==> src/rtl/bms_pkg.sv <==
`timescale 1ns / 1ps
// Package for the block-matching SAD search block.
// Holds lane count, widths, saturation limits and the item struct types.
// No dependencies.
package bms_pkg;

	// Lane and width constants
	localparam int LANES      = 8;
	localparam int PIX_W      = 8;
	localparam int TAG_W      = 4;
	localparam int GSUM_W     = $clog2(LANES * ((1 << PIX_W) - 1) + 1);
	localparam int SUM_W      = 21;
	localparam int SAD_W      = 20;
	localparam int BLK_PIXELS = 64;
	localparam int SEARCH_RADIUS = 4;
	localparam int OFFSET_LIMIT  = SEARCH_RADIUS;

	localparam logic [SUM_W-1:0] SUM_MAX = {SUM_W{1'b1}};
	localparam logic [SAD_W-1:0] SAD_MAX = {SAD_W{1'b1}};

	typedef logic [PIX_W-1:0] pix_t;
	typedef logic [LANES-1:0][PIX_W-1:0] lane_diff_t;

	// One input transfer: a group of pixel pairs plus candidate tag
	typedef struct packed {
		logic [63:0]             ref_pixels;
		logic [63:0]             cur_pixels;
		logic signed [TAG_W-1:0] cand_dx;
		logic signed [TAG_W-1:0] cand_dy;
		logic signed [TAG_W-1:0] cand_angle;
		logic                    last_of_candidate;
		logic                    last_of_search;
	} item_t;

	// Candidate tag carried down the pipeline
	typedef struct packed {
		logic signed [TAG_W-1:0] dx;
		logic signed [TAG_W-1:0] dy;
		logic signed [TAG_W-1:0] angle;
		logic                    last_cand;
		logic                    last_search;
	} tag_t;

	// One result transfer
	typedef struct packed {
		logic signed [TAG_W-1:0] best_dx;
		logic signed [TAG_W-1:0] best_dy;
		logic signed [TAG_W-1:0] best_angle;
		logic [SAD_W-1:0]        best_sad;
	} result_t;

endpackage

==> src/rtl/bms_lane.sv <==
`timescale 1ns / 1ps
// One SAD lane: registered absolute difference of one pixel pair.
// Depends on bms_pkg.
module bms_lane (
	input  logic          clk,
	input  logic          en,
	input  bms_pkg::pix_t pix_a,
	input  bms_pkg::pix_t pix_b,
	output bms_pkg::pix_t diff_s1
);

	bms_pkg::pix_t diff;

	// |a - b| on unsigned bytes
	always_comb begin
		if (pix_a > pix_b) begin
			diff = pix_a - pix_b;
		end else begin
			diff = pix_b - pix_a;
		end
	end

	always_ff @(posedge clk) begin
		if (en) begin
			diff_s1 <= diff;
		end
	end

endmodule

==> src/rtl/bms_accum.sv <==
`timescale 1ns / 1ps
// Merge stage: adds the lane differences, accumulates the candidate sum,
// tracks the best candidate and holds the result register. Depends on bms_pkg.
module bms_accum (
	input  logic                clk,
	input  logic                arst_n,
	input  logic                valid_s1,
	input  bms_pkg::tag_t       tag_s1,
	input  bms_pkg::lane_diff_t diff_s1,
	input  logic                result_stall,
	output logic                en,
	output logic                result_valid,
	output bms_pkg::result_t    result
);

	logic [bms_pkg::GSUM_W-1:0] gsum;
	logic [bms_pkg::GSUM_W-1:0] gsum_s2;
	bms_pkg::tag_t              tag_s2;
	logic                       valid_s2;

	logic [bms_pkg::SUM_W-1:0]  running_sum_q;
	logic [bms_pkg::SUM_W-1:0]  best_sum_q;
	logic signed [bms_pkg::TAG_W-1:0] best_dx_q;
	logic signed [bms_pkg::TAG_W-1:0] best_dy_q;
	logic signed [bms_pkg::TAG_W-1:0] best_angle_q;
	logic                       first_pending_q;

	logic                       hold;
	logic                       fire;
	logic [bms_pkg::SUM_W:0]    sum_wide;
	logic [bms_pkg::SUM_W-1:0]  sum_next;
	logic                       take;
	logic [bms_pkg::SUM_W-1:0]  new_best;
	logic signed [bms_pkg::TAG_W-1:0] new_dx;
	logic signed [bms_pkg::TAG_W-1:0] new_dy;
	logic signed [bms_pkg::TAG_W-1:0] new_angle;

	// Adder tree over the lanes
	always_comb begin
		gsum = '0;
		for (int i = 0; i < bms_pkg::LANES; i++) begin
			gsum = gsum + bms_pkg::GSUM_W'(diff_s1[i]);
		end
	end

	// Pipeline stalls only when a search-closing group meets a full output
	assign hold = valid_s2 && tag_s2.last_cand && tag_s2.last_search
		&& result_valid && result_stall;
	assign en   = !hold;
	assign fire = valid_s2 && !hold;

	// Saturating accumulate and best compare
	assign sum_wide = {1'b0, running_sum_q} + (bms_pkg::SUM_W + 1)'(gsum_s2);
	assign sum_next = sum_wide[bms_pkg::SUM_W] ? bms_pkg::SUM_MAX
		: sum_wide[bms_pkg::SUM_W-1:0];
	assign take     = first_pending_q || (sum_next < best_sum_q);
	assign new_best  = take ? sum_next     : best_sum_q;
	assign new_dx    = take ? tag_s2.dx    : best_dx_q;
	assign new_dy    = take ? tag_s2.dy    : best_dy_q;
	assign new_angle = take ? tag_s2.angle : best_angle_q;

	// Stage 2 payload
	always_ff @(posedge clk) begin
		if (en && valid_s1) begin
			gsum_s2 <= gsum;
			tag_s2  <= tag_s1;
		end
	end

	// Candidate state and result register
	always_ff @(posedge clk or negedge arst_n) begin
		if (!arst_n) begin
			valid_s2        <= 1'b0;
			running_sum_q   <= '0;
			best_sum_q      <= '0;
			best_dx_q       <= '0;
			best_dy_q       <= '0;
			best_angle_q    <= '0;
			first_pending_q <= 1'b1;
			result_valid    <= 1'b0;
			result          <= '0;
		end else begin
			if (en) begin
				valid_s2 <= valid_s1;
			end
			if (result_valid && !result_stall) begin
				result_valid <= 1'b0;
			end
			if (fire) begin
				if (!tag_s2.last_cand) begin
					running_sum_q <= sum_next;
				end else begin
					running_sum_q <= '0;
					best_sum_q    <= new_best;
					best_dx_q     <= new_dx;
					best_dy_q     <= new_dy;
					best_angle_q  <= new_angle;
					if (tag_s2.last_search) begin
						first_pending_q    <= 1'b1;
						result_valid       <= 1'b1;
						result.best_dx     <= new_dx;
						result.best_dy     <= new_dy;
						result.best_angle  <= new_angle;
						result.best_sad    <= (new_best > bms_pkg::SUM_W'(bms_pkg::SAD_MAX))
							? bms_pkg::SAD_MAX : new_best[bms_pkg::SAD_W-1:0];
					end else begin
						first_pending_q <= 1'b0;
					end
				end
			end
		end
	end

endmodule

==> src/rtl/block_match_sad_search.sv <==
`timescale 1ns / 1ps
// Full-search block matcher by sum of absolute differences. Each transfer
// carries eight pixel pairs that go through eight difference lanes, an adder
// tree and a saturating accumulator; one transfer is taken every cycle unless
// the input stalls, and a search's result is registered after its closing
// transfer passes stage 1 and stage 2. The input stalls only when a group
// closing a search reaches the accumulator while the previous result still
// waits in the output register. Ties keep the earlier candidate; the tag is
// taken from the group closing each candidate. Depends on bms_pkg, bms_lane and bms_accum.
module block_match_sad_search (
	input  logic             clk,
	input  logic             arst_n,
	input  logic             item_valid,
	output logic             item_stall,
	input  bms_pkg::item_t   item,
	output logic             result_valid,
	input  logic             result_stall,
	output bms_pkg::result_t result
);

	logic                en;
	logic                valid_s1;
	bms_pkg::tag_t       tag_s1;
	bms_pkg::lane_diff_t diff_s1;

	assign item_stall = !en;

	// Difference lanes
	for (genvar g = 0; g < bms_pkg::LANES; g++) begin : g_lane
		bms_lane u_lane (
			.clk     (clk),
			.en      (en),
			.pix_a   (item.ref_pixels[g*bms_pkg::PIX_W +: bms_pkg::PIX_W]),
			.pix_b   (item.cur_pixels[g*bms_pkg::PIX_W +: bms_pkg::PIX_W]),
			.diff_s1 (diff_s1[g])
		);
	end

	// Stage 1 control and tag
	always_ff @(posedge clk or negedge arst_n) begin
		if (!arst_n) begin
			valid_s1 <= 1'b0;
		end else if (en) begin
			valid_s1 <= item_valid;
		end
	end

	always_ff @(posedge clk) begin
		if (en && item_valid) begin
			tag_s1.dx          <= item.cand_dx;
			tag_s1.dy          <= item.cand_dy;
			tag_s1.angle       <= item.cand_angle;
			tag_s1.last_cand   <= item.last_of_candidate;
			tag_s1.last_search <= item.last_of_search;
		end
	end

	bms_accum u_accum (
		.clk          (clk),
		.arst_n       (arst_n),
		.valid_s1     (valid_s1),
		.tag_s1       (tag_s1),
		.diff_s1      (diff_s1),
		.result_stall (result_stall),
		.en           (en),
		.result_valid (result_valid),
		.result       (result)
	);

	// The input only backs up behind a waiting result
	a_stall_cause: assert property (@(posedge clk) disable iff (!arst_n)
		item_stall |-> (result_valid && result_stall))
		else $error("input stalled without a blocked result");

	// An accepted transfer occupies stage 1 on the next cycle
	a_s1_load: assert property (@(posedge clk) disable iff (!arst_n)
		(item_valid && !item_stall) |=> valid_s1)
		else $error("accepted transfer lost at stage 1");

	// Stage 1 holds its transfer while the pipeline is stalled
	a_s1_hold: assert property (@(posedge clk) disable iff (!arst_n)
		(valid_s1 && item_stall) |=> valid_s1)
		else $error("stage 1 transfer dropped during stall");

endmodule

==> config.mk <==
export PLATFORM = sky130hd
export DESIGN_NAME = block_match_sad_search
export DESIGN_NICKNAME = d
export VERILOG_FILES = /design/src/rtl/bms_pkg.sv /design/src/rtl/bms_lane.sv /design/src/rtl/bms_accum.sv /design/src/rtl/block_match_sad_search.sv
export SDC_FILE = /design/constraint.sdc
export NUM_CORES = 1
export LEC_CHECK = 0
export ABC_AREA = 1
export BUFFER_PORTS_ARGS = -buffer_cell sky130_fd_sc_hd__buf_2
export CORE_ASPECT_RATIO = 1.1
export CORE_MARGIN = 5
export CORE_UTILIZATION = 25
export CTS_CLUSTER_SIZE = 40
export DETAILED_ROUTE_END_ITERATION = 7
export PLACE_DENSITY = 0.49
export SLEW_MARGIN = 15
export SYNTH_ARGS = -nofsm -noshare
export SYNTH_HDL_FRONTEND = slang
export SYNTH_SLANG_ARGS = --single-unit
export TNS_END_PERCENT = 30
==> constraint.sdc <==
create_clock -name clk -period 5.55 [get_ports clk]
set_input_delay 1.665 -clock clk [delete_from_list [all_inputs] [get_ports clk]]
set_output_delay 1.665 -clock clk [all_outputs]
set_load 0.02 [all_outputs]
==> metrics.log <==
INFO  metric r2r_end = u_accum.gsum_s2[9]
INFO  metric ys.warnings.count = 0
INFO  metric type_of_element_capturing_the_critical_path = flop
INFO  metric worstPathMaxFanout = 4
INFO  metric number_of_filler_cells_placed_in_the_layout = 6,492
INFO  metric worst_ep_required_time = 5.78 ns
INFO  metric post_cts_resized = 0
INFO  metric layout_stage_area_growth_over_the_synthesis_result = 15.5%
INFO  metric route.vias.total = 11,807
INFO  metric antenna_found_initial = 8
INFO  metric gp_congestion = 0.846
INFO  metric cp-start-kind = flop
INFO  metric reg2reg_depth = 21
INFO  metric total_gr_overflow = 0
INFO  metric min-delay-start = tag_s1[12]
INFO  metric final_nets = 2,270
INFO  metric first_pass_iters = 5
INFO  metric initial_core_util = 25.1%
INFO  metric average_instance_area_after_synthesis = 8.75 sq um
INFO  metric die_x = 245 um
INFO  metric clock_tree.buffer_depth = 2
INFO  metric synth.cell_area = 0.0152 sq mm
INFO  metric fmax = 198 MHz
INFO  metric vdd_drop_max = 0.856 mV
INFO  metric timing.setup.critical_path_class = flop to flop
INFO  metric cp_top_family = adder cells
INFO  metric drcViolationCount = 0
INFO  metric synth.net_count = 2,116
INFO  metric power.density_cell_area = 659 mW/mm^2
INFO  metric wirelength = 39,000 um
INFO  metric path_common_cell = sky130_fd_sc_hd__fa_1
INFO  metric synth.ff_latch_count = 193
INFO  metric route.antenna.remaining_nets = 0
INFO  metric skew = 0.0108 ns
INFO  metric hold_path.class = flop to flop
INFO  metric cts_root_buf = sky130_fd_sc_hd__clkbuf_16
INFO  metric detail_route.wl_per_cell = 14.2 um
INFO  metric regToRegSetupSlack = 0.49 ns
INFO  metric placement_rows = 95
INFO  metric clkLatencyLatePin = 0.48 ns
INFO  metric rsz0062_at_grt = false
INFO  metric worst_hold_endpoint = u_accum.tag_s2[12]
INFO  metric worst_case_setup_margin_in_the_final_layout = 0.490 ns
INFO  metric setup-tns-final = 0 ns
INFO  metric number_of_buffers_and_inverters_on_the_critical_path = 3
INFO  metric ioPinCount = 180
INFO  metric yosysUniqueCellTypes = 49
INFO  metric h-tree-depth = 4
INFO  metric grt_start_max_net_pins = 67
INFO  metric dpl.hpwl = 31,800 um
INFO  metric grt_use_total = 12.0%
INFO  metric placement.io_buffers = 179
INFO  metric cp_cell_sequence = ha_1 > fa_1 > nand3_1 > nand2_1 > xor2_1 > fa_1 > inv_1 > fa_1 > fa_1 > fa_1 > ha_1 > a21oi_1 > nand2_1 > a21oi_1 > inv_1 > a21oi_1 > inv_1 > a21oi_1 > nor2_1 > nor2_1 > xnor2_1
INFO  metric finalSetupViolations = 0
INFO  metric final.period_utilization = 91.2%
INFO  metric finalCriticalPeriod = 5.06 ns
INFO  metric crit_path_largest_cell_delay = 0.57 ns
INFO  metric leakagePower = 8.89 nW
INFO  metric vias_per_cell = 4.32
INFO  metric timing.final.hold_violations = 0
INFO  metric coreArea = 0.0607 sq mm
INFO  metric crit_arrival = 5.29 ns
INFO  metric layout_common_cells = sky130_fd_sc_hd__nand2_1, sky130_fd_sc_hd__inv_1, sky130_fd_sc_hd__buf_2
INFO  metric grt_pass1_vias = 12,192
INFO  metric synthesis.instances = 1,740
INFO  metric cp_num_cells = 21
INFO  metric mostFrequentLayoutCell = sky130_fd_sc_hd__nand2_1
INFO  metric critical-path-slowest-cell = sky130_fd_sc_hd__fa_1
INFO  metric drtIter0Drc = 545
INFO  metric cts_setup_buffers = 0
INFO  metric place_worst_setup_slack = 0.481 ns
INFO  metric drive_above_1_share = 14.1%
INFO  metric post_cts_clock_slew_at_the_launch_and_capture_registers_of_the_worst_setup_and_hold_paths = 0.08 ns
INFO  metric outcome = finished clean
INFO  metric cts-hold-fix-buffers = 0
INFO  metric synth.yosys.seq_area_share = 35.1%
INFO  metric clkSinkCount = 193
INFO  metric reg2reg_from = g_lane[0].u_lane.diff_s1[0]
INFO  metric worst-slew-pin-transition = 0.935 ns
INFO  metric design.die.area = 0.0660 sq mm
INFO  metric die_y = 269 um
INFO  metric clock_tree_from_tritoncts = built
INFO  metric worstHoldPathCells = 0
INFO  metric cts_inserted_buffers = 17
INFO  metric slew_violations = 0
INFO  metric slew-limit-headroom = 37.7%
INFO  metric grt_first_pass_wirelength = 63,300 um
INFO  metric drv.max_cap_violation_count = 0
## worst reg2reg max path, stage by stage, from the launching register on
cell and delay [ns]:
sky130_fd_sc_hd__edfxtp_1 0.39, sky130_fd_sc_hd__ha_1 0.24, sky130_fd_sc_hd__fa_1 0.40, sky130_fd_sc_hd__nand3_1 0.09
sky130_fd_sc_hd__nand2_1 0.09, sky130_fd_sc_hd__xor2_1 0.17, sky130_fd_sc_hd__fa_1 0.48, sky130_fd_sc_hd__inv_1 0.05
sky130_fd_sc_hd__fa_1 0.50, sky130_fd_sc_hd__fa_1 0.57, sky130_fd_sc_hd__fa_1 0.42, sky130_fd_sc_hd__ha_1 0.36
sky130_fd_sc_hd__a21oi_1 0.16, sky130_fd_sc_hd__nand2_1 0.09, sky130_fd_sc_hd__a21oi_1 0.13, sky130_fd_sc_hd__inv_1 0.05
sky130_fd_sc_hd__a21oi_1 0.20, sky130_fd_sc_hd__inv_1 0.06, sky130_fd_sc_hd__a21oi_1 0.13, sky130_fd_sc_hd__nor2_1 0.05
sky130_fd_sc_hd__nor2_1 0.11, sky130_fd_sc_hd__xnor2_1 0.08
## metrics by stage
| step | hold WS (ns) | power, mW | std cells | utilization, % | instance area (sq um) |
|---|---|---|---|---|---|
| after global routing | 0.434 | 13.1 | 2733 | 28.9 | 17600 |
| final | 0.427 | 11.6 | 2734 | 29.0 | 17600 |
| after detailed placement | 0.411 | 10.5 | 2699 | 27.9 | 17000 |
| after global placement | 0.409 | 10.4 | 2699 | 27.9 | 17000 |
| after floorplan | 0.400 | 8.81 | 1740 | - | 15200 |
| after CTS | 0.428 | 11.8 | 2731 | 28.9 | 17600 |
## logic make-up after synthesis
kind of cell	synth area share, %
simple gates	14.0
buf+inv	8.94
compound gates	11.7
fa+ha+maj	21.7
flops	35.1
xor+xnor	5.92
mux	2.75
## power breakdown
| group | internal (mW) | switching [mW] |
|---|---|---|
| Combinational | 3.21 | 4.49 |
| Clock | 0.690 | 0.594 |
| Sequential | 2.37 | 0.225 |
| Total | 6.27 | 5.31 |
## flip-flops by register name, indices dropped and copies added (netlist names)
register	cells
u_accum.best_angle_q	4
u_accum.running_sum_q	21
u_accum.best_dy_q	4
valid_s1	1
g_lane.u_lane.diff_s1	64
u_accum.gsum_s2	11
u_accum.result_valid	1
u_accum.best_dx_q	4
u_accum.tag_s2	14
u_accum.best_sum_q	21
u_accum.valid_s2	1
u_accum.first_pending_q	1
tag_s1	14
u_accum.result	32
## synth_stat cells, drive strengths merged
| master | number | area (sq um) |
|---|---|---|
| nand4 | 15 | 93.8 |
| or4 | 1 | 7.51 |
| o221ai | 19 | 166 |
| o211ai | 3 | 22.5 |
| a21o | 1 | 7.51 |
| nor4 | 3 | 18.8 |
| o22ai | 9 | 56.3 |
| nand3 | 58 | 300 |
| and2 | 1 | 6.26 |
| a21oi | 126 | 631 |
| dfrtp | 89 | 2230 |
| a221oi | 2 | 17.5 |
| o21ai | 126 | 653 |
| nand2 | 365 | 1400 |
| edfxtp | 103 | 3090 |
| nand3b | 1 | 7.51 |
| mux2 | 23 | 259 |
| clkinv | 1 | 3.75 |
| a211oi | 6 | 45.0 |
| dfstp | 1 | 26.3 |
| buf | 18 | 134 |
| or2 | 1 | 6.26 |
| fa | 56 | 1120 |
| mux2i | 16 | 160 |
| o21a | 7 | 52.6 |
| inv | 289 | 1080 |
| nor3 | 2 | 10.0 |
| xor2 | 80 | 701 |
| ha | 174 | 2180 |
| a21boi | 2 | 15.0 |
| clkbuf | 35 | 139 |
| xnor2 | 23 | 201 |
| o21bai | 14 | 109 |
| nor2 | 70 | 275 |
## how the worst max path moves through the flow
stage                                startpoint            endpoint  slack [ns]
floorplan                          result_stall          item_stall        0.52
CTS                 g_lane[0].u_lane.diff_s1[0]  u_accum.gsum_s2[9]        0.46
detailed placement  g_lane[0].u_lane.diff_s1[0]  u_accum.gsum_s2[9]        0.48
global placement    g_lane[0].u_lane.diff_s1[0]  u_accum.gsum_s2[9]        0.49
finish              g_lane[0].u_lane.diff_s1[0]  u_accum.gsum_s2[9]        0.49
global route        g_lane[0].u_lane.diff_s1[0]  u_accum.gsum_s2[9]        0.13
## metal layers
metal	vias to the layer above	global-route usage, %	part of all wire (%)
li1	5988	-	-
met1	5540	14.9	44
met2	231	20.9	50
met3	44	2.38	4.1
met4	4	3.93	2.3
met5	-	0	0.049
## final cells by class
cell class / instances / area [sq um] / share of cell area, %
multi-input cells: 1204 / 8540 / 48.6
flip-flops and latches: 193 / 5350 / 30.4
inverters: 290 / 1090 / 6.19
well taps: 824 / 1030 / 5.86
repair buffers: 188 / 966 / 5.49
clock buffers: 22 / 490 / 2.79
clock inverters: 10 / 116 / 0.662
diodes: 3 / 7.51 / 0.0427
No activity file was read; power rests on OpenSTA's default activity.
